$ cat src/fqs_pkg.sv
// Shared types and constants for the FIFO queue with linear search.
// Used by fqs_mem, fqs_ctrl and fifo_queue_with_search.
package fqs_pkg;

    localparam int DEPTH_DEF = 16;
    localparam int VALUE_W   = 32;
    localparam int OP_W      = 2;
    localparam int STATUS_W  = 3;
    localparam int POS_W     = 4;

    typedef enum logic [OP_W-1:0] {
        OP_INSERT = 2'd0,
        OP_REMOVE = 2'd1,
        OP_FIND   = 2'd2
    } op_t;

    typedef enum logic [STATUS_W-1:0] {
        ST_DONE     = 3'd0,
        ST_UNDER    = 3'd1,
        ST_OVER     = 3'd2,
        ST_FOUND    = 3'd3,
        ST_NOTFOUND = 3'd4
    } status_t;

    // one finished result handed from the controller to the output stage
    typedef struct packed {
        logic             valid;
        status_t          status;
        logic [POS_W-1:0] position;
    } res_t;

endpackage

$ cat src/fqs_mem.sv
// Entry store: one write port, one read port, registered read data.
// Depends on fqs_pkg for the value width.
module fqs_mem
    import fqs_pkg::*;
#(
    parameter int DEPTH = DEPTH_DEF,
    parameter int AW    = $clog2(DEPTH)
)
(
    input  logic                      clk,
    input  logic                      wr_en,
    input  logic [AW-1:0]             wr_addr,
    input  logic signed [VALUE_W-1:0] wr_data,
    input  logic                      rd_en,
    input  logic [AW-1:0]             rd_addr,
    output logic signed [VALUE_W-1:0] rd_data
);

    logic signed [VALUE_W-1:0] mem [DEPTH];
    logic signed [VALUE_W-1:0] rd_data_reg;

    always_ff @(posedge clk)
    begin
        if (wr_en)
        begin
            mem[wr_addr] <= wr_data;
        end
        if (rd_en)
        begin
            rd_data_reg <= mem[rd_addr];
        end
    end

    assign rd_data = rd_data_reg;

endmodule

$ cat src/fqs_ctrl.sv
// Queue controller: head/tail/fill state, insert and remove, and the
// search sequencer that streams entries out of fqs_mem one per cycle.
// Depends on fqs_pkg.
module fqs_ctrl
    import fqs_pkg::*;
#(
    parameter int DEPTH = DEPTH_DEF,
    parameter int AW    = $clog2(DEPTH),
    parameter int CW    = $clog2(DEPTH + 1)
)
(
    input  logic                      clk,
    input  logic                      rst_n,
    input  logic                      in_valid,
    output logic                      in_ready,
    input  logic [OP_W-1:0]           op,
    input  logic signed [VALUE_W-1:0] value,
    input  logic                      slot_busy,
    output res_t                      res,
    output logic                      wr_en,
    output logic [AW-1:0]             wr_addr,
    output logic signed [VALUE_W-1:0] wr_data,
    output logic                      rd_en,
    output logic [AW-1:0]             rd_addr,
    input  logic signed [VALUE_W-1:0] rd_data
);

    typedef enum logic {
        S_IDLE,
        S_SEARCH
    } state_t;

    localparam logic [AW-1:0] LAST_IDX = AW'(DEPTH - 1);
    localparam logic [CW-1:0] FULL_CNT = CW'(DEPTH);

    state_t                    state_reg, state_next;
    logic [AW-1:0]             head_reg, head_next;
    logic [AW-1:0]             tail_reg, tail_next;
    logic [CW-1:0]             fill_reg, fill_next;
    logic [AW-1:0]             cmp_k_reg, cmp_k_next;
    logic [AW-1:0]             rd_addr_reg, rd_addr_next;
    logic signed [VALUE_W-1:0] key_reg;
    logic                      accept;
    logic [CW-1:0]             cmp_k_inc;
    logic [AW+POS_W-1:0]       k_ext;

    function automatic logic [AW-1:0] ring_next(input logic [AW-1:0] i);
        return (i == LAST_IDX) ? '0 : i + AW'(1);
    endfunction

    assign in_ready  = (state_reg == S_IDLE) && !slot_busy;
    assign accept    = in_valid && in_ready;
    assign cmp_k_inc = CW'(cmp_k_reg) + CW'(1);
    assign k_ext     = {{POS_W{1'b0}}, cmp_k_reg};

    assign wr_addr = tail_reg;
    assign wr_data = value;

    always_comb
    begin
        state_next   = state_reg;
        head_next    = head_reg;
        tail_next    = tail_reg;
        fill_next    = fill_reg;
        cmp_k_next   = cmp_k_reg;
        rd_addr_next = rd_addr_reg;
        wr_en        = 1'b0;
        rd_en        = 1'b0;
        rd_addr      = rd_addr_reg;
        res.valid    = 1'b0;
        res.status   = ST_DONE;
        res.position = '0;

        case (state_reg)
            S_IDLE:
            begin
                if (accept)
                begin
                    res.valid = 1'b1;
                    case (op)
                        OP_INSERT:
                        begin
                            if (fill_reg == FULL_CNT)
                            begin
                                res.status = ST_OVER;
                            end
                            else
                            begin
                                wr_en     = 1'b1;
                                tail_next = ring_next(tail_reg);
                                fill_next = fill_reg + CW'(1);
                            end
                        end
                        OP_REMOVE:
                        begin
                            if (fill_reg == '0)
                            begin
                                res.status = ST_UNDER;
                            end
                            else
                            begin
                                fill_next = fill_reg - CW'(1);
                                if (fill_reg == CW'(1))
                                begin
                                    // queue drains: both indices go home
                                    head_next = '0;
                                    tail_next = '0;
                                end
                                else
                                begin
                                    head_next = ring_next(head_reg);
                                end
                            end
                        end
                        OP_FIND:
                        begin
                            if (fill_reg == '0)
                            begin
                                res.status = ST_NOTFOUND;
                            end
                            else
                            begin
                                // result comes from the search walk
                                res.valid    = 1'b0;
                                rd_en        = 1'b1;
                                rd_addr      = head_reg;
                                rd_addr_next = ring_next(head_reg);
                                cmp_k_next   = '0;
                                state_next   = S_SEARCH;
                            end
                        end
                        default:
                        begin
                            res.status = ST_DONE;
                        end
                    endcase
                end
            end
            S_SEARCH:
            begin
                // rd_data holds entry number cmp_k_reg from the head
                if (rd_data == key_reg)
                begin
                    res.valid    = 1'b1;
                    res.status   = ST_FOUND;
                    res.position = k_ext[POS_W-1:0];
                    state_next   = S_IDLE;
                end
                else if (cmp_k_inc == fill_reg)
                begin
                    res.valid  = 1'b1;
                    res.status = ST_NOTFOUND;
                    state_next = S_IDLE;
                end
                else
                begin
                    rd_en        = 1'b1;
                    rd_addr      = rd_addr_reg;
                    rd_addr_next = ring_next(rd_addr_reg);
                    cmp_k_next   = cmp_k_reg + AW'(1);
                end
            end
            default:
            begin
                state_next = S_IDLE;
            end
        endcase
    end

    always_ff @(posedge clk or negedge rst_n)
    begin
        if (!rst_n)
        begin
            state_reg   <= S_IDLE;
            head_reg    <= '0;
            tail_reg    <= '0;
            fill_reg    <= '0;
            cmp_k_reg   <= '0;
            rd_addr_reg <= '0;
        end
        else
        begin
            state_reg   <= state_next;
            head_reg    <= head_next;
            tail_reg    <= tail_next;
            fill_reg    <= fill_next;
            cmp_k_reg   <= cmp_k_next;
            rd_addr_reg <= rd_addr_next;
        end
    end

    always_ff @(posedge clk)
    begin
        if (accept)
        begin
            key_reg <= value;
        end
    end

endmodule

$ cat src/fifo_queue_with_search.sv
// Top level of the FIFO queue with linear search: controller, entry store
// and a two-slot result buffer. Depends on fqs_pkg, fqs_mem, fqs_ctrl.
//
//   channel   signals                          transfer when
//   input     in_valid, in_ready, op, value    in_valid && in_ready
//   output    out_valid, out_ready, status,    out_valid && out_ready
//             position
//
// Insert, remove and unused op codes finish in the cycle they are taken.
// A find walks k entries from the head, k being 1..DEPTH, with one
// store read per cycle; a find on an empty queue finishes at once.
// Reset clears indices and fill count; the entry store is not cleared.
// A result waits in the output register while the next item is taken; the
// input stalls while a find walks, and when a second finished result waits.
module fifo_queue_with_search
    import fqs_pkg::*;
#(
    parameter int DEPTH = DEPTH_DEF
)
(
    input  logic                      clk,
    input  logic                      rst_n,
    input  logic                      in_valid,
    output logic                      in_ready,
    input  logic [OP_W-1:0]           op,
    input  logic signed [VALUE_W-1:0] value,
    output logic                      out_valid,
    input  logic                      out_ready,
    output logic [STATUS_W-1:0]       status,
    output logic [POS_W-1:0]          position
);

    localparam int AW = $clog2(DEPTH);

    res_t                      res;
    logic                      wr_en;
    logic [AW-1:0]             wr_addr;
    logic signed [VALUE_W-1:0] wr_data;
    logic                      rd_en;
    logic [AW-1:0]             rd_addr;
    logic signed [VALUE_W-1:0] rd_data;

    res_t out_reg, out_next;
    res_t pend_reg, pend_next;
    logic out_free;

    fqs_ctrl #(
        .DEPTH (DEPTH)
    ) u_ctrl (
        .clk       (clk),
        .rst_n     (rst_n),
        .in_valid  (in_valid),
        .in_ready  (in_ready),
        .op        (op),
        .value     (value),
        .slot_busy (pend_reg.valid),
        .res       (res),
        .wr_en     (wr_en),
        .wr_addr   (wr_addr),
        .wr_data   (wr_data),
        .rd_en     (rd_en),
        .rd_addr   (rd_addr),
        .rd_data   (rd_data)
    );

    fqs_mem #(
        .DEPTH (DEPTH)
    ) u_mem (
        .clk     (clk),
        .wr_en   (wr_en),
        .wr_addr (wr_addr),
        .wr_data (wr_data),
        .rd_en   (rd_en),
        .rd_addr (rd_addr),
        .rd_data (rd_data)
    );

    assign out_free = !out_reg.valid || out_ready;

    // pending slot is always older than a new result; a new result never
    // arrives while the pending slot is full
    always_comb
    begin
        out_next  = out_reg;
        pend_next = pend_reg;
        if (out_free)
        begin
            if (pend_reg.valid)
            begin
                out_next  = pend_reg;
                pend_next = res;
            end
            else
            begin
                out_next = res;
            end
        end
        else if (res.valid)
        begin
            pend_next = res;
        end
    end

    always_ff @(posedge clk or negedge rst_n)
    begin
        if (!rst_n)
        begin
            out_reg  <= '0;
            pend_reg <= '0;
        end
        else
        begin
            out_reg  <= out_next;
            pend_reg <= pend_next;
        end
    end

    assign out_valid = out_reg.valid;
    assign status    = out_reg.status;
    assign position  = out_reg.position;

endmodule

$ cat config.mk
export PLATFORM = sky130hd
export DESIGN_NAME = fifo_queue_with_search
export DESIGN_NICKNAME = d
export VERILOG_FILES = /design/src/fqs_pkg.sv /design/src/fqs_mem.sv /design/src/fqs_ctrl.sv /design/src/fifo_queue_with_search.sv
export SDC_FILE = /design/constraint.sdc
export NUM_CORES = 1
export LEC_CHECK = 0
export BUFFER_PORTS_ARGS = -buffer_cell sky130_fd_sc_hd__buf_2
export CAP_MARGIN = 20
export CORE_AREA = 2 2 267 401
export CTS_BUF_LIST = sky130_fd_sc_hd__clkbuf_8
export CTS_CLUSTER_SIZE = 12
export DETAILED_ROUTE_END_ITERATION = 10
export DIE_AREA = 0 0 269 403
export SYNTH_ARGS = -nofsm -noshare
export SYNTH_HDL_FRONTEND = slang
export SYNTH_SLANG_ARGS = --single-unit
$ cat constraint.sdc
create_clock -name clk -period 2.9 [get_ports clk]
set_input_delay 0.29 -clock clk [delete_from_list [all_inputs] [get_ports clk]]
set_output_delay 0.29 -clock clk [all_outputs]
set_load 0.01 [all_outputs]
==> summary.md <==
| Metric | Value |
|---|---|
| Root Buffer Master | clkbuf_8 |
| Slew Viols, Final | 0 |
| Number of port buffers | 46 |
| H-Tree Level Count | 3 |
| #FFs+latches synth | 614 |
| Area of the multi-input gates | 5760 sq um |
| Failing checks | negative setup slack |
| Vias per std cell | 4.36 |
| PwrDens | a little under 900 nW/um^2 |
| Via count | 13500 |
| Yosys top cell by area | edfxtp_1 |
| First-pass GRT wire length | 93200 microns |
| Reg clk slew, reported paths | 0.08 ns |
| Grt ovf | 0 |
| Worst skew pair latency | 0.70 ns |
| Static leakage | 10.7 nW |
| Final nets | about 1700 |
| Design Area, Final | ~31000 sq um |
| Avg WL per Cell | 21.1 microns |
| Fmax | 323 MHz |
| Hold Fails Final Rpt | 0 |
| Max incr delay on CP | 0.50 ns |
| CP max-delay cell | or4_1 |
| Status | complete, but fails checks |
| Skew final | ~0.034 ns |
| DP Area | approximately 27000 sq um |
| Min-delay worst type | input port to flip-flop |
| Largest net degree at the start of global routing | 39 |
| Synth Cell Area | around 24000 sq um |
| DRT antenna net count | 0 |
| Final period util | 107% |
| Die H | 403 microns |
| RSZ-0062 raised after global routing | yes |
| Slew HR | 37.3% |
| Hold Slack | 0.204 ns |
| Die Area | 108000 sq um |
| Finish-stage setup viols | 32 |
| Post-synth top area share | 72.0% |
| Maximum vdd drop | 0.528 mV |
| Die width | 269 microns |
| Area grow syn2layout | 27.5% |
| Ys flop type | edfxtp_1 |
| Max_cap viols | 0 |
| DRT Wirelength | 65500 microns |
| Std-Cell Rows | 146 |
| Number of antenna violations at the first check in global routing | 8 |
| Area contributors post-synth | edfxtp_1, mux2i_1, dfrtp_1 |
| Power, Total | 0.0274 W |
| Vias in the first global route | 13900 |
| CP required | around 3.3 ns |
| Netlist cell types | 50 |
| Fillers | 10300 |
| Clk buf depth | 3 |
| Actual transition at the worst max-transition pin | 0.941 ns |
| Synth top cells by count | edfxtp_1, mux2i_1, o22ai_1 |
| Final worst slack | -0.192 ns |
| Register area | 18200 sq um |
| Post-synth ARST share | under 10% |
| Initial drt markers | around 1100 |
| Max reg flops | ~500 |
| GRT Total Usage | 11.9% |
| Worst-path fanout max | 7 |
| Post-synth EDFFs | 576 |
| CTS Sinks | ~610 |
| WP buf/inv | 5 |
| Layout Utilization | between 20% and 30% |
| Num ports | 47 |
| Critical path arrival | 3.52 ns |
| Initial Utilization | 22.9% |
| Critical path endpoint category | flip-flop |
| Yosys warning count | 0 |
| Crit path cell chain | or3b_4 > nor3_4 > buf_6 > mux2i_4 > buf_12 > buf_16 > buf_6 > buf_16 > mux2i_2 > o22ai_2 > or4_1 |
| Syn_nets | 1432 |
| Syn avg cell area | about 17 sq um |
| CTS buffer count | 78 |
| CTS tree | yes |
| Post-DP HPWL | 37800 microns |
| Drt first pass iters | 5 |
| Placeable Area | 105000 sq um |
| Startpoint types | flip-flop |
| Kind of critical path | flip-flop to flip-flop |
| Seq/Total Area, Yosys | about three quarters |
| DRC | 0 |
| Top-count cell post-synth | edfxtp_1 |
| Layout cells sized above 1 | 23.1% |
| Post-Syn Instances | 1383 |
| Crit path time final | 3.09 ns |
| Final RePlAce weighted congestion | just under 0.8 |
| Critical path's top delay family | simple AND/OR/NAND/NOR gates |
-- final cells by class --
cell class	instances	share of cell area, %
well taps	1406	5.75
diodes	4	0.0327
multi-input cells	686	18.8
clock buffers	82	3.69
flip-flops and latches	614	59.6
clock inverters	61	2.00
inverters	12	0.147
repair buffers	235	9.96
-- tightest hold or removal path, cell delays in order --
cell     delay, ns
buf_2         0.09
buf_4         0.11
nor2_1        0.05
nand2_1       0.21
xnor2_1       0.11
-- kinds of logic (layout without fill, tap and decap cells) --
group,count (synthesis),in the layout,synth area share [%]
other cells,0,4,0
xor+xnor,44,44,1.60
flops,614,614,76.0
compound gates,200,200,5.36
buf+inv,83,390,1.45
fa+ha+maj,11,11,0.573
simple gates,168,168,4.05
mux,263,263,11.0
-- through the flow --
step | TNS (ns) | instances | setup WS [ns]
after floorplan | -3.36 | 1383 | -0.111
after global placement | -4.06 | 2881 | -0.196
after detailed placement | -12.63 | 2881 | -0.195
after CTS | -3.95 | 3081 | -0.165
after global routing | -7.00 | 3098 | -0.250
final | -4.57 | 3100 | -0.192
-- layer usage --
metal	up-vias	GRT usage [%]	share of wire (%)
li1	6032	-	-
met1	6887	12.1	36
met2	437	22.8	55
met3	165	2.06	4.4
met4	8	5.73	4.5
met5	-	0	0.066
-- cell usage in the layout (no fill, tap or decap), types with 37 or more instances in the layout --
cell type  count
buf_2         46
buf_12        51
edfxtp_1     576
o22ai_1      125
clkbuf_8      82
dfrtp_1       37
mux2i_1      241
buf_4         56
-- path summary, 6_finish.rpt --
kind,start,to,slack (ns),depth (start not counted)
setup / recovery,pend_reg[7]$_DFFE_PN0P_,u_mem.rd_data[8]$_DFFE_PP_,-0.19,11
hold / removal,op[1],u_ctrl.fill_reg[0]$_DFFE_PN0P_,0.20,5
setup reg to reg,pend_reg[7]$_DFFE_PN0P_,u_mem.rd_data[8]$_DFFE_PP_,-0.19,11
hold reg to reg,pend_reg[5]$_DFFE_PN0P_,pend_reg[5]$_DFFE_PN0P_,0.51,1
max in group asynchronous,rst_n,u_ctrl.fill_reg[0]$_DFFE_PN0P_,1.93,2
min in group asynchronous,rst_n,out_valid$_DFFE_PN0N_,0.32,2
-- what timing repair did --
item / CTS / global route
gates resized for setup: 52 / 42
gates cloned: 10 / 13
hold endpoints to repair: 583 / 0
setup buffers: 14 / 2
endpoints found under the setup margin: 161 / 54
hold buffers: 34 / 0
pin swaps: 11 / 6
-- report_power, final --
group	switching, W	leakage, nW	internal, W
Combinational	0.00471	4.04	0.00468
Clock	0.00326	0.941	0.00375
Sequential	0.000457	5.71	0.0106
No activity file was read; power rests on OpenSTA's default activity.
